===== config.mk =====
export PLATFORM = sky130hd
export DESIGN_NAME = vfr_cordic_stage
export DESIGN_NICKNAME = d
export VERILOG_FILES = /design/src/hdl/velocity_frame_rotation_top_assert.svh /design/src/hdl/vfr_pkg.sv /design/src/hdl/vfr_cordic_stage.sv
export SDC_FILE = /design/constraint.sdc
export NUM_CORES = 1
export LEC_CHECK = 0
export ABC_AREA = 0
export BUFFER_PORTS_ARGS = -buffer_cell sky130_fd_sc_hd__buf_4
export CORE_MARGIN = 2
export CORE_UTILIZATION = 25
export CTS_CLUSTER_DIAMETER = 80
export CTS_CLUSTER_SIZE = 24
export DETAILED_ROUTE_END_ITERATION = 6
export SLEW_MARGIN = 20
export SYNTH_ARGS = -nofsm -noshare
export SYNTH_HDL_FRONTEND = slang
export SYNTH_SLANG_ARGS = --single-unit
export TNS_END_PERCENT = 100

===== constraint.sdc =====
create_clock -name clk -period 9.3 [get_ports clk]
set_input_delay 1.395 -clock clk [delete_from_list [all_inputs] [get_ports clk]]
set_output_delay 1.395 -clock clk [all_outputs]
set_load 0.01 [all_outputs]

===== src/hdl/velocity_frame_rotation_top_assert.svh =====
// ---------------------------------------------------------------------------
// velocity_frame_rotation_top_assert.svh
// Assertion macros for the velocity frame rotation block.
// ---------------------------------------------------------------------------
`ifndef VELOCITY_FRAME_ROTATION_TOP_ASSERT_SVH
`define VELOCITY_FRAME_ROTATION_TOP_ASSERT_SVH

// Checked only while out of reset.
`define VFR_ASSERT(label, prop, msg) \
  label: assert property (@(posedge clk) disable iff (!rst_n) prop) else $error(msg);

// Checked on every edge, reset included.
`define VFR_ASSERT_NORST(label, prop, msg) \
  label: assert property (@(posedge clk) prop) else $error(msg);

`endif


===== src/hdl/vfr_pkg.sv =====
// ---------------------------------------------------------------------------
// vfr_pkg
// Shared types, widths and the arctangent table of the rotation pipeline.
// ---------------------------------------------------------------------------
package vfr_pkg;

  localparam int DATA_BITS      = 16;
  localparam int ANGLE_BITS_DEF = 16;
  localparam int FRAC_BITS      = 8;
  localparam int STAGES         = 24;
  // vector after 2^FRAC_BITS scaling, quarter turn and CORDIC growth (~2.33x)
  localparam int XY_W           = DATA_BITS + FRAC_BITS + 3;
  localparam int Z_W            = 34;
  localparam int REG_W          = 16;
  localparam int CFG_IDX_W      = 2;
  localparam int KGAIN_W        = 21;
  localparam int KSHIFT         = 20;
  localparam int GSHIFT         = FRAC_BITS + 8;

  localparam logic [REG_W-1:0]          GAIN_RESET = REG_W'(256);
  localparam logic signed [KGAIN_W-1:0] KGAIN_Q20  = KGAIN_W'(636751);

  typedef enum logic [CFG_IDX_W-1:0] {
    CFG_OUTPUT_GAIN    = 2'd0,
    CFG_HEADING_OFFSET = 2'd1
  } cfg_idx_t;

  typedef struct packed {
    logic signed [DATA_BITS-1:0] vel_x;
    logic signed [DATA_BITS-1:0] vel_y;
    logic [15:0]                 heading;
    logic [15:0]                 spin_angle;
  } in_beat_t;

  typedef struct packed {
    logic signed [DATA_BITS-1:0] rot_x;
    logic signed [DATA_BITS-1:0] rot_y;
    logic                        saturated;
  } out_beat_t;

  typedef struct packed {
    logic signed [XY_W-1:0] x;
    logic signed [XY_W-1:0] y;
    logic signed [Z_W-1:0]  z;
  } cordic_vec_t;

  // atan(2^-i) in turns * 2^32
  function automatic logic signed [Z_W-1:0] atan_turns(input int idx);
    logic signed [Z_W-1:0] v;
    case (idx)
      0:       v = Z_W'(536870912);
      1:       v = Z_W'(316933406);
      2:       v = Z_W'(167458907);
      3:       v = Z_W'(85004756);
      4:       v = Z_W'(42667331);
      5:       v = Z_W'(21354465);
      6:       v = Z_W'(10679838);
      7:       v = Z_W'(5340245);
      8:       v = Z_W'(2670163);
      9:       v = Z_W'(1335087);
      10:      v = Z_W'(667544);
      11:      v = Z_W'(333772);
      12:      v = Z_W'(166886);
      13:      v = Z_W'(83443);
      14:      v = Z_W'(41722);
      15:      v = Z_W'(20861);
      16:      v = Z_W'(10430);
      17:      v = Z_W'(5215);
      18:      v = Z_W'(2608);
      19:      v = Z_W'(1304);
      20:      v = Z_W'(652);
      21:      v = Z_W'(326);
      22:      v = Z_W'(163);
      23:      v = Z_W'(81);
      default: v = '0;
    endcase
    return v;
  endfunction

endpackage


===== src/hdl/vfr_cordic_stage.sv =====
// ---------------------------------------------------------------------------
// vfr_cordic_stage
// One registered CORDIC micro-rotation, shift fixed by IDX.
// ---------------------------------------------------------------------------
module vfr_cordic_stage #(
  parameter int IDX = 0
) (
  input  logic                 clk,
  input  logic                 rst_n,
  input  logic                 en,
  input  logic                 vld_in,
  input  vfr_pkg::cordic_vec_t vec_in,
  output logic                 vld_r,
  output vfr_pkg::cordic_vec_t vec_r
);
  import vfr_pkg::*;

  localparam logic signed [Z_W-1:0] ATAN = atan_turns(IDX);

  logic signed [XY_W-1:0] dx;
  logic signed [XY_W-1:0] dy;
  cordic_vec_t            vec_nxt;

  always_comb begin
    dx = vec_in.y >>> IDX;
    dy = vec_in.x >>> IDX;
    if (!vec_in.z[Z_W-1]) begin
      vec_nxt.x = vec_in.x - dx;
      vec_nxt.y = vec_in.y + dy;
      vec_nxt.z = vec_in.z - ATAN;
    end else begin
      vec_nxt.x = vec_in.x + dx;
      vec_nxt.y = vec_in.y - dy;
      vec_nxt.z = vec_in.z + ATAN;
    end
  end

  always_ff @(posedge clk) begin
    if (!rst_n) begin
      vld_r <= 1'b0;
    end else if (en) begin
      vld_r <= vld_in;
    end
  end

  always_ff @(posedge clk) begin
    if (en) begin
      vec_r <= vec_nxt;
    end
  end

endmodule


==> results.cfg <==
[status]
outcome = finished clean

[synthesis]
synth_cell_types = 61
synth_edf_count = 87
syn_nets = 946
synthTopCellsByArea = edfxtp_1, ha_1, a21oi_1
yosysTopAreaCellShare_pct = 36.6
synth_commonest_cells = a21oi_1, edfxtp_1, inv_1, ha_1, nor2_1
synthArstFlopShare_pct = 0
netlist_area_um2 = 7130
ys_seq_elements = 88
syn_inst = 769
ys_warn_count = 0
synth.largest_area_cell = edfxtp_1
syn_avg_cell_area_um2 = 9.27
synth-main-ff-cell = edfxtp_1
ys_seq_area_share_pct = 36.9
synth.most_common_cell = a21oi_1

[critical_path]
r2r_slack_ns = 8.71
r2r-end = vld_r$_SDFFE_PN0P_
slowest_stage = o31ai_2
ff2ff_path_depth = 2
slowest_delay_ns = 0.51
crit_path_start_kind = primary input
crit_chain = buf_4 -> ha_1 -> fa_1 -> nor2b_1 -> o21ai_0 -> a311oi_2 -> o31ai_2 -> o211ai_4 -> a2111oi_0 -> o22ai_1 -> xnor2_1
r2r_start = vld_r$_SDFFE_PN0P_
cp-end-kind = flop
endpoint = vec_r[87]$_DFFE_PP_
cp.required_ns = 9.38
critPathLaunch = vec_in[34]
crit_type = primary input to flop
crit_fanout = 4
cp.arrival_ns = 4.17

[layout]
drive_above_1_share_pct = 22.6
fin_nets = 1103
diodes = 0
synthToLayoutAreaGrowth_pct = 27.5
design_area_um2 = 9090

[clocking]
cts_hold_repair.buffers = 0
cts_tree = yes
clock_path_buffers = 2
cts_root_buffer = clkbuf_16
insertion_delay_ns = 0.33
cts_buffers = 9
clock-sinks = 88
clk_pin_slew_ns = 0.06
postCtsSetupBuffers = 0
htreeDepth = 3
cts.repair.resized = 0

[detailed_routing]
routed_wl_um = 21400
wl_per_cell_um = 16.3
drc = 0
via_count = 6173
initialDrtViolationCount = 333
firstDrtPassIters = 7
via_per_inst = 4.72
ant_nets = 0

[sta]
fin_crit_ns = 4.09
layout_setup_ws_ns = 5.21
setup_viol = 0
min_period_over_period_pct = 44.0
slew_violations = 0
tightestPinTransition_ns = 0.711
setup_tns_ns = 0
rsz0062_at_grt = no
slew_headroom_pct = 52.6
fmax_mhz = 244
skew_ns = 0
hold_viol = 0

[grt]
globalRouteMet2Util_pct = 21.4
antenna_found_initial = 0
grt_overflow = 0
gr-max-usage-layer = met2
grt_pass1_vias = 5874
grt_util_met3_pct = 2.07
grt_pass1_wl_um = 32600
grt_usage_pct = 13.7
gr-usage-met1_pct = 19.3
grt_max_degree = 70

[floorplan]
num_rows = 61
die_area_um2 = 29900
initial_core_util_pct = 25.5
die_height_um = 173
io_pins = 181
die-width_um = 173
coreArea_um2 = 27900

[hold_path]
min_path_type = flop to flop

[placement]
port_buffers = 180
place_ws_ns = 4.89
hpwl_um = 17500
dpl_cell_area_um2 = 8800
gp_congestion = 0.911

[power_and_ir_drop]
power_leakage_nw = 3.92
max-vdd-ir-drop_v = 0.0000733
power.density_nw_per_um2 = 148

[flow_run]
maxCapViolCount = 0
## registers in the layout, summed over array words and instances (netlist names)
signal and count:
vec_r 87, vld_r 1
## logic make-up after synthesis
family	synth area share, %
AO/OA/AOI/OAI	22.5
XOR/XNOR	6.51
adder cells (fa/ha/maj)	15.3
buffers and inverters	6.70
flip-flops	36.9
multiplexers	1.26
AND/OR/NAND/NOR	10.8
## placed cells by master, fill, tap and decap left out, drive strengths merged, types with 4 or more instances in the layout
| cell | instances |
|---|---|
| a211oi | 7 |
| a21o | 12 |
| a21oi | 94 |
| a221oi | 4 |
| a31oi | 4 |
| and2 | 5 |
| buf | 182 |
| clkbuf | 9 |
| clkinv | 5 |
| edfxtp | 87 |
| fa | 4 |
| ha | 81 |
| inv | 82 |
| mux2i | 9 |
| nand2 | 42 |
| nand3 | 9 |
| nand4 | 10 |
| nor2 | 53 |
| nor2b | 12 |
| nor3 | 16 |
| nor4 | 5 |
| o211ai | 7 |
| o21a | 6 |
| o21ai | 55 |
| o21bai | 12 |
| o22ai | 7 |
| o31ai | 15 |
| o41ai | 5 |
| or3 | 5 |
| xnor2 | 50 |
## layer usage
metal | share of wire (%) | routed length [um] | vias to the layer above
met3 | 6.3 | 1350 | 21
met5 | 0 | 0 | -
met1 | 47 | 10000 | 2876
met4 | 1.9 | 411 | 0
li1 | - | - | 3059
met2 | 45 | 9580 | 217
## critical path: cells and delay by family
| kind | cells | cell delay (ns) |
|---|---|---|
| AO/OA/AOI/OAI | 6 | 1.72 |
| buffers and inverters | 1 | 0.12 |
| AND/OR/NAND/NOR | 1 | 0.17 |
| XOR/XNOR | 1 | 0.14 |
| adder cells (fa/ha/maj) | 2 | 0.62 |
## worst min-delay path by stage
| stage | start | to | slack, ns | depth (start not counted) |
|---|---|---|---|---|
| 2_1_floorplan | vld_r$_SDFFE_PN0P_ | vld_r$_SDFFE_PN0P_ | 0.54 | 2 |
| 3_3_place_gp | vld_r$_SDFFE_PN0P_ | vld_r$_SDFFE_PN0P_ | 0.51 | 2 |
| 3_5_place_dp | vld_r$_SDFFE_PN0P_ | vld_r$_SDFFE_PN0P_ | 0.51 | 2 |
| 4_1_cts | vld_r$_SDFFE_PN0P_ | vld_r$_SDFFE_PN0P_ | 0.53 | 2 |
| 5_1_grt | vld_r$_SDFFE_PN0P_ | vld_r$_SDFFE_PN0P_ | 0.54 | 2 |
| 6_report | vld_r$_SDFFE_PN0P_ | vld_r$_SDFFE_PN0P_ | 0.53 | 2 |
## layout make-up
cell class,instances,area (um^2)
Fill cell,2966,18800
Clock inverter,6,61.3
Tap cell,378,473
Clock buffer,9,225
Sequential cell,88,2630
Timing Repair Buffer,182,1370
Inverter,83,312
Multi-Input combinational cell,562,4020
## metrics by stage
stage	power [mW]	utilization, %	hold slack (ns)	std cells
detailed placement	1.01	31.5	0.512	1293
CTS	1.36	32.5	0.531	1308
global placement	1.01	31.5	0.508	1293
finish	1.35	32.5	0.527	1308
floorplan	0.799	-	0.538	769
global route	1.42	32.5	0.543	1308
## power by group
| part | switching [mW] | internal, mW |
|---|---|---|
| clock | 0.143 | 0.205 |
| sequential | 0.0158 | 0.508 |
| combinational | 0.275 | 0.202 |
| total | 0.434 | 0.915 |
No activity file was read; power rests on OpenSTA's default activity.
