## src/hdl/velocity_frame_rotation_top_assert.svh

```systemverilog
// ---------------------------------------------------------------------------
// velocity_frame_rotation_top_assert.svh
// Assertion macros for the velocity frame rotation block.
// ---------------------------------------------------------------------------
`ifndef VELOCITY_FRAME_ROTATION_TOP_ASSERT_SVH
`define VELOCITY_FRAME_ROTATION_TOP_ASSERT_SVH

// Checked only while out of reset.
`define VFR_ASSERT(label, prop, msg) \
  label: assert property (@(posedge clk) disable iff (!rst_n) prop) else $error(msg);

// Checked on every edge, reset included.
`define VFR_ASSERT_NORST(label, prop, msg) \
  label: assert property (@(posedge clk) prop) else $error(msg);

`endif

```

## src/hdl/vfr_pkg.sv

```systemverilog
// ---------------------------------------------------------------------------
// vfr_pkg
// Shared types, widths and the arctangent table of the rotation pipeline.
// ---------------------------------------------------------------------------
package vfr_pkg;

  localparam int DATA_BITS      = 16;
  localparam int ANGLE_BITS_DEF = 16;
  localparam int FRAC_BITS      = 8;
  localparam int STAGES         = 24;
  // vector after 2^FRAC_BITS scaling, quarter turn and CORDIC growth (~2.33x)
  localparam int XY_W           = DATA_BITS + FRAC_BITS + 3;
  localparam int Z_W            = 34;
  localparam int REG_W          = 16;
  localparam int CFG_IDX_W      = 2;
  localparam int KGAIN_W        = 21;
  localparam int KSHIFT         = 20;
  localparam int GSHIFT         = FRAC_BITS + 8;

  localparam logic [REG_W-1:0]          GAIN_RESET = REG_W'(256);
  localparam logic signed [KGAIN_W-1:0] KGAIN_Q20  = KGAIN_W'(636751);

  typedef enum logic [CFG_IDX_W-1:0] {
    CFG_OUTPUT_GAIN    = 2'd0,
    CFG_HEADING_OFFSET = 2'd1
  } cfg_idx_t;

  typedef struct packed {
    logic signed [DATA_BITS-1:0] vel_x;
    logic signed [DATA_BITS-1:0] vel_y;
    logic [15:0]                 heading;
    logic [15:0]                 spin_angle;
  } in_beat_t;

  typedef struct packed {
    logic signed [DATA_BITS-1:0] rot_x;
    logic signed [DATA_BITS-1:0] rot_y;
    logic                        saturated;
  } out_beat_t;

  typedef struct packed {
    logic signed [XY_W-1:0] x;
    logic signed [XY_W-1:0] y;
    logic signed [Z_W-1:0]  z;
  } cordic_vec_t;

  // atan(2^-i) in turns * 2^32
  function automatic logic signed [Z_W-1:0] atan_turns(input int idx);
    logic signed [Z_W-1:0] v;
    case (idx)
      0:       v = Z_W'(536870912);
      1:       v = Z_W'(316933406);
      2:       v = Z_W'(167458907);
      3:       v = Z_W'(85004756);
      4:       v = Z_W'(42667331);
      5:       v = Z_W'(21354465);
      6:       v = Z_W'(10679838);
      7:       v = Z_W'(5340245);
      8:       v = Z_W'(2670163);
      9:       v = Z_W'(1335087);
      10:      v = Z_W'(667544);
      11:      v = Z_W'(333772);
      12:      v = Z_W'(166886);
      13:      v = Z_W'(83443);
      14:      v = Z_W'(41722);
      15:      v = Z_W'(20861);
      16:      v = Z_W'(10430);
      17:      v = Z_W'(5215);
      18:      v = Z_W'(2608);
      19:      v = Z_W'(1304);
      20:      v = Z_W'(652);
      21:      v = Z_W'(326);
      22:      v = Z_W'(163);
      23:      v = Z_W'(81);
      default: v = '0;
    endcase
    return v;
  endfunction

endpackage

```

## src/hdl/vfr_scale.sv

```systemverilog
// ---------------------------------------------------------------------------
// vfr_scale
// CORDIC gain removal, output gain with rounding, saturation, output register.
// ---------------------------------------------------------------------------
module vfr_scale (
  input  logic                         clk,
  input  logic                         rst_n,
  input  logic                         en,
  input  logic                         vld_in,
  input  logic signed [vfr_pkg::XY_W-1:0] x_in,
  input  logic signed [vfr_pkg::XY_W-1:0] y_in,
  input  logic [vfr_pkg::REG_W-1:0]    gain,
  output logic                         vld_r,
  output vfr_pkg::out_beat_t           beat_r
);
  import vfr_pkg::*;

  localparam int PK_W = XY_W + KGAIN_W;
  localparam int GX_W = XY_W + REG_W + 1;

  localparam logic signed [GX_W-1:0] HI  = {{(GX_W-DATA_BITS+1){1'b0}}, {(DATA_BITS-1){1'b1}}};
  localparam logic signed [GX_W-1:0] LO  = {{(GX_W-DATA_BITS+1){1'b1}}, {(DATA_BITS-1){1'b0}}};
  localparam logic signed [GX_W-1:0] RND = {{(GX_W-GSHIFT){1'b0}}, 1'b1, {(GSHIFT-1){1'b0}}};

  // {clipped flag, value}
  function automatic logic [DATA_BITS:0] clip(input logic signed [GX_W-1:0] v);
    logic [DATA_BITS:0] res;
    priority if (v > HI) begin
      res = {1'b1, HI[DATA_BITS-1:0]};
    end else if (v < LO) begin
      res = {1'b1, LO[DATA_BITS-1:0]};
    end else begin
      res = {1'b0, v[DATA_BITS-1:0]};
    end
    return res;
  endfunction

  logic                   vld1_r, vld2_r;
  logic signed [PK_W-1:0] kx_r, ky_r;
  logic signed [PK_W-1:0] kx_nxt, ky_nxt;
  logic signed [XY_W-1:0] mx, my;
  logic signed [REG_W:0]  gain_s;
  logic signed [GX_W-1:0] gx_r, gy_r;
  logic signed [GX_W-1:0] gx_nxt, gy_nxt;
  logic signed [GX_W-1:0] sx, sy;
  logic [DATA_BITS:0]     cx, cy;
  out_beat_t              beat_nxt;

  // stage 1: times 636751 / 2^20
  always_comb begin
    kx_nxt = x_in * KGAIN_Q20;
    ky_nxt = y_in * KGAIN_Q20;
  end

  // stage 2: floor shift, times output gain
  always_comb begin
    mx     = $signed(kx_r[KSHIFT +: XY_W]);
    my     = $signed(ky_r[KSHIFT +: XY_W]);
    gain_s = $signed({1'b0, gain});
    gx_nxt = mx * gain_s;
    gy_nxt = my * gain_s;
  end

  // stage 3: round, shift, clip
  always_comb begin
    sx = (gx_r + RND) >>> GSHIFT;
    sy = (gy_r + RND) >>> GSHIFT;
    cx = clip(sx);
    cy = clip(sy);
    beat_nxt.rot_x     = $signed(cx[DATA_BITS-1:0]);
    beat_nxt.rot_y     = $signed(cy[DATA_BITS-1:0]);
    beat_nxt.saturated = cx[DATA_BITS] | cy[DATA_BITS];
  end

  always_ff @(posedge clk) begin
    if (!rst_n) begin
      vld1_r <= 1'b0;
      vld2_r <= 1'b0;
      vld_r  <= 1'b0;
    end else if (en) begin
      vld1_r <= vld_in;
      vld2_r <= vld1_r;
      vld_r  <= vld2_r;
    end
  end

  always_ff @(posedge clk) begin
    if (en) begin
      kx_r   <= kx_nxt;
      ky_r   <= ky_nxt;
      gx_r   <= gx_nxt;
      gy_r   <= gy_nxt;
      beat_r <= beat_nxt;
    end
  end

endmodule

```

## config.mk

```make
export PLATFORM = sky130hd
export DESIGN_NAME = vfr_scale
export DESIGN_NICKNAME = d
export VERILOG_FILES = /design/src/hdl/velocity_frame_rotation_top_assert.svh /design/src/hdl/vfr_pkg.sv /design/src/hdl/vfr_scale.sv
export SDC_FILE = /design/constraint.sdc
export NUM_CORES = 2
export LEC_CHECK = 0
export BUFFER_PORTS_ARGS = -buffer_cell sky130_fd_sc_hd__buf_4
export CORE_AREA = 10 10 395 397
export CTS_CLUSTER_SIZE = 12
export DETAILED_ROUTE_END_ITERATION = 10
export DIE_AREA = 0 0 405 407
export GPL_TIMING_DRIVEN = 0
export PLACE_DENSITY_LB_ADDON = 0.05
export SYNTH_ARGS = -nofsm -noshare
export SYNTH_HDL_FRONTEND = slang
export SYNTH_SLANG_ARGS = --single-unit
```

## constraint.sdc

```tcl
create_clock -name clk -period 8.68 [get_ports clk]
set_input_delay 0.434 -clock clk [delete_from_list [all_inputs] [get_ports clk]]
set_output_delay 0.434 -clock clk [all_outputs]
set_load 0.02 [all_outputs]
```

==> flow_summary.ini <==
[yosys]
syn-cell-area_um2 = 58800
yosys_register_bits = 148
synth_warnings = 0
yosys-top-cells-count = inv_1, fa_1, ha_1, nand2_1, and2_1
synth_ff_type = edfxtp_1
seq_area_frac_synth_pct = 7.50
synth.top_cell.area_share_pct = 47.0
synth.area.top_cells = fa_1, ha_1, inv_1, edfxtp_1, and2_1
synth_cell_types = 86
synth_edf_count = 145
syn-num-nets = 8193
yosys.area.top_type = fa_1
synth.avg_cell_area_um2 = 9.71
async_reset_ff_share_pct = 0
synthCells = 6061
yosysMostFrequentCell = inv_1

[hold_path]
hp-start = rst_n
hp-class = in -> reg
hold_path_depth = 2
hold_end = vld_r

[critical_path]
reg2reg_depth = 22
arrival_ps = 8470
crit_chain = clkbuf_1, clkbuf_1, nand2_1, fa_1, inv_1, fa_1, fa_1, fa_1, fa_1, inv_1, fa_1, inv_1, ha_1, a21oi_1, o21ai_1, o21ai_0, a21boi_0, a31oi_1, a21oi_1, or4_1, nand3_1, nand2_1, o211ai_1
regToRegEndpoint = gy_r[43]
cp_num_buf_inv = 5
worstPathMaxFanout = 10
critPathKind = in -> reg
r2r_slack_ps = 570
worst_path_max_delay_cell = clkbuf_1
crit_top_cell = fa_1
rr_startpoint = ky_r[28]
crit_path_end_kind = flip-flop
cpPeakStageDelay_ps = 930
start_kind = primary input
worstPathRequired_ps = 8910
cp_top_family = adder cells

[detailed_routing]
vias = 39500
drt_pre_antenna_iters = 5
wl_per_cell_um = 20.6
ant_nets = 0
drc = 0
via_per_inst = 4.85
detail_route.iter0.violations = 1917
wl_um = 168000

[floorplanning]
ioPinCount = 108
rows = 141
die_w_um = 405
fp.dieH_um = 407
die_area_um2 = 165000
start_util_pct = 39.9
core_um2 = 147000

[clocking]
cts-hold-fix-buffers = 0
cts_tree = done
cts.clk_slew.worst_paths_ps = 80
htreeDepth = 4
clk_latency_ps = 520
cts_made_buffers = 17
cts_setup_buffers = 0
root_buffer = clkbuf_16
clockBufferDepth = 2
clkSinkCount = 148
cts_resized = 0

[finish]
final_layout_size_suffix_gt1_share_pct = 2.65
multi_input_area_um2 = 47100
regArea_um2 = 4410
utilization_pct = 42.5
syn2layout_area_growth_pct = 6.54
fill_cells = 14900
final_nets = 8309

[global_route]
grt_max_degree = 103
antenna_found_initial = 12
grt_pass1_vias = 44000
grt_pass1_wl_um = 263000
grt.total_usage_pct = 21.1
gr-total-overflow = 0

[placed_design]
portBuffers = 96
gp_congestion = 0.883
hpwl_um = 144000

[timing]
worst_pin_slew_ps = 1250
min_period_ps = 8230
period_share_pct = 94.9
rsz0062_at_grt = no
hold_violations = 0
drv_slew = 0
clock_skew_ps = 29.7
max_freq_mhz = 121
finalSetupViolCount = 0
slew_headroom_pct = 16.4

[job]
max_cap_viol_count = 0

[run_status]
status = finished clean
[layout by cell type (no fill, tap or decap), drive strengths merged, types with 8 or more instances in the layout]
cell,n
xnor2,143
nor2,77
o211ai,8
nor3,16
inv,1805
buf,100
o21ai,106
and3,22
diode,16
edfxtp,145
fa,1382
clkbuf,170
nor2b,33
a211oi,13
nand2,592
nand2b,13
a21o,61
ha,676
a31oi,11
a21oi,144
and4,10
and2,357
xor2,99
nand4,31
o21a,19
nand3,38
[per-layer routing]
layer | wire length (um) | vias to the layer above | global-route usage, %
li1 | - | 18100 | -
met2 | 85100 | 654 | 37.4
met5 | 12 | - | 0
met4 | 4320 | 2 | 5.45
met3 | 6860 | 156 | 2.38
met1 | 71400 | 20500 | 27.3
[per-stage QoR]
stage	setup TNS (ps)	cells	worst slack [ps]	instance area, um2	hold slack, ps
floorplan	0	6061	2010	58800	482
global placement	-112	8087	-112	62000	503
detailed placement	-98.4	8088	-98.4	62000	511
CTS	0	8120	384	62600	105
global route	0	8130	158	62700	132
finish	0	8136	446	62700	150
[worst reg2reg max path, stage by stage, from the launching register on]
cell      delay (ps)
edfxtp_1         670
clkbuf_1         640
nand2_1          170
fa_1             500
fa_1             470
fa_1             540
inv_1             50
fa_1             480
fa_1             490
inv_1             50
fa_1             480
inv_1             50
ha_1             280
nand3_1           90
o22ai_1          400
a21o_1           180
a31oi_1           80
a31oi_1          600
a21oi_1          270
or4_1            600
nand3_1          190
nand2_1          100
o211ai_1         440
[cell type report]
| cell class | instances | area share (%) |
|---|---|---|
| diodes | 16 | 0.0639 |
| plain buffers | 156 | 0.944 |
| clock buffers | 17 | 0.679 |
| clock inverters | 15 | 0.335 |
| inverters | 1798 | 10.8 |
| multi-input cells | 3959 | 75.1 |
| flip-flops and latches | 148 | 7.04 |
| well taps | 1930 | 3.85 |
| repair buffers | 97 | 1.21 |
[worst max-delay path by stage]
stage                        start        to  slack, ps  depth (start not counted)
after global routing      ky_r[31]  gy_r[43]        160                         22
after detailed placement   gain[2]  gy_r[43]       -100                         23
after global placement     gain[9]  gy_r[43]       -110                         23
after CTS                 ky_r[31]  gy_r[43]        380                         22
after floorplan            gain[2]  gx_r[37]       2010                         23
final                      gain[9]  gy_r[43]        450                         23
[sequential cells by signal, indices dropped and copies added (netlist names)]
signal  count
ky_r       27
vld_r       1
vld1_r      1
gx_r       29
gy_r       29
kx_r       27
vld2_r      1
beat_r     33
[kinds of logic (layout without fill, tap and decap cells)]
logic type | after synthesis | in the layout | synth area share, %
adders and majority gates | 2058 | 2058 | 61.4
buffers and inverters | 1954 | 2083 | 12.5
and+or+nand+nor | 1218 | 1218 | 10.2
AOI/OAI and AO/OA | 433 | 433 | 4.71
xor gates and xnor gates | 242 | 242 | 3.60
DFF | 148 | 148 | 7.50
muxes | 8 | 8 | 0.140
other | 0 | 16 | 0
Power is left out: the tool's default activity adds up to more than one toggle a clock period on the data nets, which glitch-free logic cannot reach.
