===== src/hdl/velocity_frame_rotation_top_assert.svh =====
// ---------------------------------------------------------------------------
// velocity_frame_rotation_top_assert.svh
// Assertion macros for the velocity frame rotation block.
// ---------------------------------------------------------------------------
`ifndef VELOCITY_FRAME_ROTATION_TOP_ASSERT_SVH
`define VELOCITY_FRAME_ROTATION_TOP_ASSERT_SVH

// Checked only while out of reset.
`define VFR_ASSERT(label, prop, msg) \
  label: assert property (@(posedge clk) disable iff (!rst_n) prop) else $error(msg);

// Checked on every edge, reset included.
`define VFR_ASSERT_NORST(label, prop, msg) \
  label: assert property (@(posedge clk) prop) else $error(msg);

`endif


===== src/hdl/vfr_pkg.sv =====
// ---------------------------------------------------------------------------
// vfr_pkg
// Shared types, widths and the arctangent table of the rotation pipeline.
// ---------------------------------------------------------------------------
package vfr_pkg;

  localparam int DATA_BITS      = 16;
  localparam int ANGLE_BITS_DEF = 16;
  localparam int FRAC_BITS      = 8;
  localparam int STAGES         = 24;
  // vector after 2^FRAC_BITS scaling, quarter turn and CORDIC growth (~2.33x)
  localparam int XY_W           = DATA_BITS + FRAC_BITS + 3;
  localparam int Z_W            = 34;
  localparam int REG_W          = 16;
  localparam int CFG_IDX_W      = 2;
  localparam int KGAIN_W        = 21;
  localparam int KSHIFT         = 20;
  localparam int GSHIFT         = FRAC_BITS + 8;

  localparam logic [REG_W-1:0]          GAIN_RESET = REG_W'(256);
  localparam logic signed [KGAIN_W-1:0] KGAIN_Q20  = KGAIN_W'(636751);

  typedef enum logic [CFG_IDX_W-1:0] {
    CFG_OUTPUT_GAIN    = 2'd0,
    CFG_HEADING_OFFSET = 2'd1
  } cfg_idx_t;

  typedef struct packed {
    logic signed [DATA_BITS-1:0] vel_x;
    logic signed [DATA_BITS-1:0] vel_y;
    logic [15:0]                 heading;
    logic [15:0]                 spin_angle;
  } in_beat_t;

  typedef struct packed {
    logic signed [DATA_BITS-1:0] rot_x;
    logic signed [DATA_BITS-1:0] rot_y;
    logic                        saturated;
  } out_beat_t;

  typedef struct packed {
    logic signed [XY_W-1:0] x;
    logic signed [XY_W-1:0] y;
    logic signed [Z_W-1:0]  z;
  } cordic_vec_t;

  // atan(2^-i) in turns * 2^32
  function automatic logic signed [Z_W-1:0] atan_turns(input int idx);
    logic signed [Z_W-1:0] v;
    case (idx)
      0:       v = Z_W'(536870912);
      1:       v = Z_W'(316933406);
      2:       v = Z_W'(167458907);
      3:       v = Z_W'(85004756);
      4:       v = Z_W'(42667331);
      5:       v = Z_W'(21354465);
      6:       v = Z_W'(10679838);
      7:       v = Z_W'(5340245);
      8:       v = Z_W'(2670163);
      9:       v = Z_W'(1335087);
      10:      v = Z_W'(667544);
      11:      v = Z_W'(333772);
      12:      v = Z_W'(166886);
      13:      v = Z_W'(83443);
      14:      v = Z_W'(41722);
      15:      v = Z_W'(20861);
      16:      v = Z_W'(10430);
      17:      v = Z_W'(5215);
      18:      v = Z_W'(2608);
      19:      v = Z_W'(1304);
      20:      v = Z_W'(652);
      21:      v = Z_W'(326);
      22:      v = Z_W'(163);
      23:      v = Z_W'(81);
      default: v = '0;
    endcase
    return v;
  endfunction

endpackage


===== src/hdl/vfr_front.sv =====
// ---------------------------------------------------------------------------
// vfr_front
// Angle sum, quadrant split and exact quarter-turn pre-rotation.
// ---------------------------------------------------------------------------
module vfr_front #(
  parameter int ANGLE_BITS = vfr_pkg::ANGLE_BITS_DEF
) (
  input  logic                     clk,
  input  logic                     rst_n,
  input  logic                     en,
  input  logic                     in_valid,
  input  vfr_pkg::in_beat_t        in_beat,
  input  logic [vfr_pkg::REG_W-1:0] heading_offset,
  output logic                     vld_r,
  output vfr_pkg::cordic_vec_t     vec_r
);
  import vfr_pkg::*;

  localparam int SUM_W = (ANGLE_BITS > 18) ? ANGLE_BITS : 18;

  typedef enum logic [1:0] {QUAD_0, QUAD_1, QUAD_2, QUAD_3} quad_t;

  logic [SUM_W-1:0]        sum;
  logic [ANGLE_BITS-1:0]   phi;
  logic [ANGLE_BITS-1:0]   ang;
  logic [ANGLE_BITS-1:0]   ang_bias;
  logic [ANGLE_BITS-1:0]   resid;
  quad_t                   quad;
  logic signed [XY_W-1:0]  x0;
  logic signed [XY_W-1:0]  y0;
  cordic_vec_t             vec_nxt;

  always_comb begin
    sum      = SUM_W'(in_beat.heading) + SUM_W'(heading_offset) + SUM_W'(in_beat.spin_angle);
    phi      = sum[ANGLE_BITS-1:0];
    ang      = -phi;
    ang_bias = ang + {3'b001, {(ANGLE_BITS-3){1'b0}}};
    quad     = quad_t'(ang_bias[ANGLE_BITS-1 -: 2]);
    resid    = ang - {ang_bias[ANGLE_BITS-1 -: 2], {(ANGLE_BITS-2){1'b0}}};
    x0 = {{(XY_W-DATA_BITS-FRAC_BITS){in_beat.vel_x[DATA_BITS-1]}},
          in_beat.vel_x, {FRAC_BITS{1'b0}}};
    y0 = {{(XY_W-DATA_BITS-FRAC_BITS){in_beat.vel_y[DATA_BITS-1]}},
          in_beat.vel_y, {FRAC_BITS{1'b0}}};
    vec_nxt.z = {{(Z_W-32){resid[ANGLE_BITS-1]}}, resid, {(32-ANGLE_BITS){1'b0}}};
    unique case (quad)
      QUAD_0: begin
        vec_nxt.x = x0;
        vec_nxt.y = y0;
      end
      QUAD_1: begin
        vec_nxt.x = -y0;
        vec_nxt.y = x0;
      end
      QUAD_2: begin
        vec_nxt.x = -x0;
        vec_nxt.y = -y0;
      end
      QUAD_3: begin
        vec_nxt.x = y0;
        vec_nxt.y = -x0;
      end
    endcase
  end

  always_ff @(posedge clk) begin
    if (!rst_n) begin
      vld_r <= 1'b0;
    end else if (en) begin
      vld_r <= in_valid;
    end
  end

  always_ff @(posedge clk) begin
    if (en) begin
      vec_r <= vec_nxt;
    end
  end

endmodule


===== config.mk =====
export PLATFORM = sky130hd
export DESIGN_NAME = vfr_front
export DESIGN_NICKNAME = d
export VERILOG_FILES = /design/src/hdl/velocity_frame_rotation_top_assert.svh /design/src/hdl/vfr_pkg.sv /design/src/hdl/vfr_front.sv
export SDC_FILE = /design/constraint.sdc
export NUM_CORES = 1
export LEC_CHECK = 0
export ABC_AREA = 1
export BUFFER_PORTS_ARGS = -buffer_cell sky130_fd_sc_hd__buf_2
export CORE_MARGIN = 4
export CORE_UTILIZATION = 25
export DETAILED_ROUTE_END_ITERATION = 10
export PLACE_DENSITY = 0.44
export SETUP_SLACK_MARGIN = 0.15
export SKIP_CTS_REPAIR_TIMING = 1
export SLEW_MARGIN = 25
export SYNTH_ARGS = -nofsm -noshare
export SYNTH_HDL_FRONTEND = slang
export SYNTH_SLANG_ARGS = --single-unit

===== constraint.sdc =====
create_clock -name clk -period 5.3 [get_ports clk]
set_clock_uncertainty 0.2 [all_clocks]
set_input_delay 0.53 -clock clk [delete_from_list [all_inputs] [get_ports clk]]
set_output_delay 0.53 -clock clk [all_outputs]
set_load 0.02 [all_outputs]

==> results of run 1 <==
## cell usage after synthesis, types with 3 or more instances
library cell	count	share of area, %
nand2_1	116	8.4
inv_1	114	8.3
nand3_1	85	8.2
nand4_1	75	9.1
edfxtp_1	52	30
buf_4	38	5.5
nor2_1	35	2.5
ha_1	33	8.0
xor2_1	21	3.6
a21oi_1	17	1.6
fa_1	15	5.8
clkbuf_1	13	0.95
nor3_1	9	0.87
xnor2_1	8	1.4
buf_2	7	0.68
o21ai_0	6	0.58
nand3_2	4	0.78
buf_6	3	0.65
## how the worst max path moves through the flow
stage	cells past startpoint	startpoint	to	slack, ns
2_1_floorplan	19	in_beat[1]	vec_r[50]	0.86
3_3_place_gp	24	in_beat[1]	vec_r[58]	0.25
3_5_place_dp	24	in_beat[1]	vec_r[80]	0.24
4_1_cts	24	in_beat[1]	vec_r[80]	0.56
5_1_grt	23	in_beat[1]	vec_r[59]	0.17
6_report	24	in_beat[1]	vec_r[53]	0.53
## power breakdown
group	internal [W]	total, W	switching, W
Sequential	0.000811	0.000877	0.0000660
Combinational	0.000707	0.00231	0.00161
Clock	0.000182	0.000358	0.000176
Total	0.00170	0.00355	0.00185
## sequential cells by signal, summed over array words and instances (netlist names)
signal / count
vec_r: 52
vld_r: 1
## worst max-delay path: cells and delay by family
family / cells / cell delay, ns
xor+xnor: 2 / 0.32
buf+inv: 4 / 0.27
compound gates: 2 / 0.18
fa+ha+maj: 5 / 1.64
simple gates: 11 / 1.77
## cell families after synthesis
group	Yosys count	synth area share, %
other cells	1	0.0727
flops	53	30.7
simple gates	330	31.3
compound gates	28	2.98
buf+inv	176	16.2
xor+xnor	29	4.92
fa+ha+maj	48	13.8
## layer usage
layer	vias to the layer above	GRT usage [%]	part of all wire (%)
met4	0	3.64	1.2
met5	-	0	0
li1	2418	-	-
met1	2259	18.8	48
met3	12	2.44	6.7
met2	170	20.2	44
## cell type report
| cell class | instances | share of cell area, % |
|---|---|---|
| Multi-Input combinational cell | 468 | 46.8 |
| Timing Repair Buffer | 146 | 12.4 |
| Sequential cell | 53 | 25.8 |
| Clock buffer | 5 | 2.04 |
| Inverter | 115 | 7.04 |
| Tap cell | 270 | 5.51 |
| Clock inverter | 3 | 0.469 |
## cell usage in the layout (no fill, tap or decap), drive strengths merged, types with 5 or more instances in the layout
cell	synthesis	final
inv	115	117
fa	15	15
buf	48	146
ha	33	33
xor2	21	21
nor3	9	9
edfxtp	52	52
nor2	37	38
nand3	89	89
nand4	75	75
clkbuf	13	5
xnor2	8	8
o21ai	6	6
conb	1	32
a21oi	18	18
nand2	119	119
## metrics by stage
stage	util [%]	hold slack, ns	std cells
global placement	29.5	0.331	1051
global route	30.3	0.252	1060
CTS	30.2	0.245	1059
floorplan	-	0.406	696
finish	30.3	0.254	1060
detailed placement	29.5	0.342	1051
==> results.toml, run 1 <==
[critical_path]
crit_required_ns = 5.27
worstSetupPathType = "in -> reg"
cp_slowest_cell = "fa_1"
reg2reg_depth = 2
cp_max_fo = 64
cp_cell_sequence = "buf_2 -> ha_1 -> fa_1 -> inv_1 -> ha_1 -> fa_1 -> nand3_1 -> nand3_1 -> nand2_1 -> a21oi_1 -> nor2_1 -> o21bai_1 -> xor2_1 -> ha_1 -> xor2_1 -> inv_1 -> nand3_1 -> nand2_1 -> inv_1 -> nand2_4 -> nand2_8 -> nor2_4 -> nand2_1 -> nand4_1"
crit_path_start_kind = "primary input"
crit_path_max_incr_delay_ns = 0.51
r2r-end = "vld_r"
r2r-start = "vld_r"
arrival_ns = 4.74
r2r_slack_ns = 4.42
cp-end-kind = "flop"

[logic_synthesis]
netlist_area_um2 = 5160
synth_edf_count = 52
syn_avg_cell_area_um2 = 7.76
synthDistinctLibCells = 32
synth-async-reset-ratio_pct = 0
synth-main-ff-cell = "edfxtp_1"
seq_area_frac_synth_pct = 30.7
synth_seq_cells = 53
syn-instance-count = 665
synth_warnings = 0

[clock_tree]
cts_tree = "yes"
numCtsBuffers = 5
insertion_delay_ns = 0.30
clk_pin_slew_ns = 0.08
clock-sinks = 53
ctsLongestPathBuffers = 2
htree_levels = 2
root_buffer = "clkbuf_16"

[worst_hold_path]
hold_start = "in_valid"
hold_path_class = "in -> reg"
holdPathStages = 3
hold_end = "vld_r"

[power]
power_density_nw_per_um2 = 578
power_w = 0.00355
leakagePower_nw = 3.05
vdd_ir_drop_max_mv = 0.368

[global_routing]
grt_max_degree = 64
grt_pass1_wl_um = 23900
antenna_found_initial = 0
grt_pass1_vias = 4599
grt_overflow = 0
gr-usage-all-layers_pct = 13.1

[timing]
rsz0062_at_grt = "false"
tns_ns = 0
hold_viol = 0
tightestPinTransition_ns = 0.756
setup_ws_ns = 0.529
setup_viol = 0
fmax_mhz = 210
fin_crit_ns = 4.77
maxSlewHeadroom_pct = 49.6
fin_crit_sh_pct = 90.0
slew_violations = 0

[route]
routedWlPerCell_um = 14.7
ant_nets = 0
firstDrtPassIters = 5
routed_wl_um = 15600
viasPerCell = 4.58
vias = 4859
drt_iter0_markers = 250
drcViolationCount = 0

[placed_design]
dp_hpwl_um = 11800
gp_congestion = 0.831
io_buffers = 140
place_area_um2 = 5970
dp_slack_ns = 0.242

[finish]
fin_nets = 921
area_delta_synth_final_pct = 18.9
drive_above_1_share_pct = 21.3
fillCellCount = 2233
diodes = 0
multi_input_area_um2 = 2870
regArea_um2 = 1580
stdcell_area_um2 = 6130

[floorplanning]
io_pins = 173
die_x_um = 152
die-area_um2 = 23000
die_h_um = 152
core-area_um2 = 20200
core.rowCount = 52
start_util_pct = 25.5

[status]
status = "finished clean"

[run]
cap_viol_max_count = 0
Note: power is estimated with default switching activity, not from simulation.
==> inputs of run 2 (changes only) <==
BUFFER_PORTS_ARGS = unset   (was -buffer_cell sky130_fd_sc_hd__buf_2)
CTS_CLUSTER_DIAMETER = 30   (was unset)
DONT_BUFFER_PORTS = 1   (was unset)
PLACE_DENSITY = unset   (was 0.44)
PLACE_DENSITY_LB_ADDON = 0.25   (was unset)
==> results.toml, run 2 (synthesis gave the netlist of run 1 again) <==
[global_routing]
gr-usage-all-layers_pct = 12.4
grt_max_degree = 55
grt_pass1_wl_um = 22300
antenna_found_initial = 0
grt_pass1_vias = 4081
grt_overflow = 0

[route]
routed_wl_um = 14700
drcViolationCount = 0
viasPerCell = 4.71
routedWlPerCell_um = 16.0
firstDrtPassIters = 7
vias = 4336
ant_nets = 0
drt_iter0_markers = 341

[worst_hold_path]
hold_path_class = "in -> reg"

[critical_path]
cp_cell_sequence = "ha_1 -> fa_1 -> inv_1 -> ha_1 -> fa_1 -> nand3_1 -> nand3_1 -> nand2_1 -> a21oi_1 -> nor2_1 -> o21bai_1 -> xor2_1 -> ha_1 -> xor2_1 -> inv_1 -> nand3_1 -> nand2_1 -> inv_1 -> nand2_4 -> nand2_8 -> buf_4 -> nand3_2 -> nand4_1"
cp_slowest_cell = "fa_1"
crit_required_ns = 5.27
cp-end-kind = "flop"
worstSetupPathType = "in -> reg"
path_buf_inv = 4
crit_path_start_kind = "primary input"
crit_path_max_incr_delay_ns = 0.50
arrival_ns = 4.42
cp_max_fo = 34
cpLargestDelayFamily = "adder cells"

[timing]
tightestPinTransition_ns = 0.935
rsz0062_at_grt = "false"
hold_viol = 0
maxSlewHeadroom_pct = 37.8
setup_viol = 0
tns_ns = 0
fmax_mhz = 225
fin_crit_ns = 4.45
fin_crit_sh_pct = 84.0
slew_violations = 0

[power]
vdd_ir_drop_max_mv = 0.380
leakagePower_nw = 2.49
power_density_nw_per_um2 = 611

[floorplanning]
core.rowCount = 52
die_h_um = 152
die_x_um = 152
die-area_um2 = 23000
core-area_um2 = 20200
start_util_pct = 25.5
io_pins = 173

[placed_design]
io_buffers = 0
gp_congestion = 0.860
placed_cells = 912
dp_hpwl_um = 11500

[clock_tree]
root_buffer = "clkbuf_16"
insertion_delay_ns = 0.31
ctsLongestPathBuffers = 2
cts_tree = "yes"
numCtsBuffers = 5
htree_levels = 2
clock-sinks = 53
clk_pin_slew_ns = 0.08

[finish]
largest_reg_flops = 52
finalNonFillerCells = 920
most-common-layout-cells = "nand2_1, inv_1, nand3_1"
fin_nets = 781
final_common_cell = "nand2_1"
area_delta_synth_final_pct = 5.00
diodes = 0
regMostFlops = "vec_r"
largestRegisters = "vec_r x52, vld_r x1"
drive_above_1_share_pct = 4.15

[run]
cap_viol_max_count = 0

[status]
status = "finished clean"
-- run 2: cell types whose count changed in the layout (fill, tap and decap cells not counted) --
cell / delta
buf_4: +2
buf_12: -1
buf_2: -140
nor2_1: +1
nor2_2: -1
nor2_4: -1
-- run 2: through the flow --
stage                     worst slack, ns  power [W]  utilization [%]  hold WS, ns  area, µm²
after floorplan                     0.863    0.00258                -        0.406       5270
after global placement              0.577    0.00295             26.0        0.431       5260
after detailed placement            0.514    0.00296             26.0        0.433       5260
after CTS                           0.829    0.00333             26.8        0.115       5420
after global routing                0.517    0.00359             26.8        0.124       5420
final                               0.850    0.00331             26.8        0.131       5420
-- run 2: cell type report --
| cell class | count | area, µm² |
|---|---|---|
| Clock buffer | 5 | 125 |
| Clock inverter | 3 | 28.8 |
| Fill cell | 2217 | 14800 |
| Inverter | 115 | 432 |
| Multi-Input combinational cell | 467 | 2860 |
| Sequential cell | 53 | 1580 |
| Tap cell | 270 | 338 |
| Timing Repair Buffer | 7 | 52.6 |
-- run 2: power by group --
group          switching, W  internal (W)
Sequential         0.000374      0.000828
Combinational       0.00120      0.000543
Clock              0.000179      0.000182
Total               0.00175       0.00155
-- run 2: per-layer routing --
metal / share of wire (%) / global-route usage (%)
met1: 42 / 16.0
met2: 45 / 19.5
met3: 11 / 4.28
met4: 1.8 / 4.00
met5: 0 / 0
-- run 2: worst paths after layout --
| path | endpoint | slack [ns] | cells after the start | startpoint |
|---|---|---|---|---|
| setup / recovery | vec_r[86] | 0.85 | 23 | in_beat[1] |
| hold / removal | vld_r | 0.13 | 1 | en |
| setup reg to reg | vld_r | 4.35 | 2 | vld_r |
| hold reg to reg | vld_r | 0.44 | 2 | vld_r |
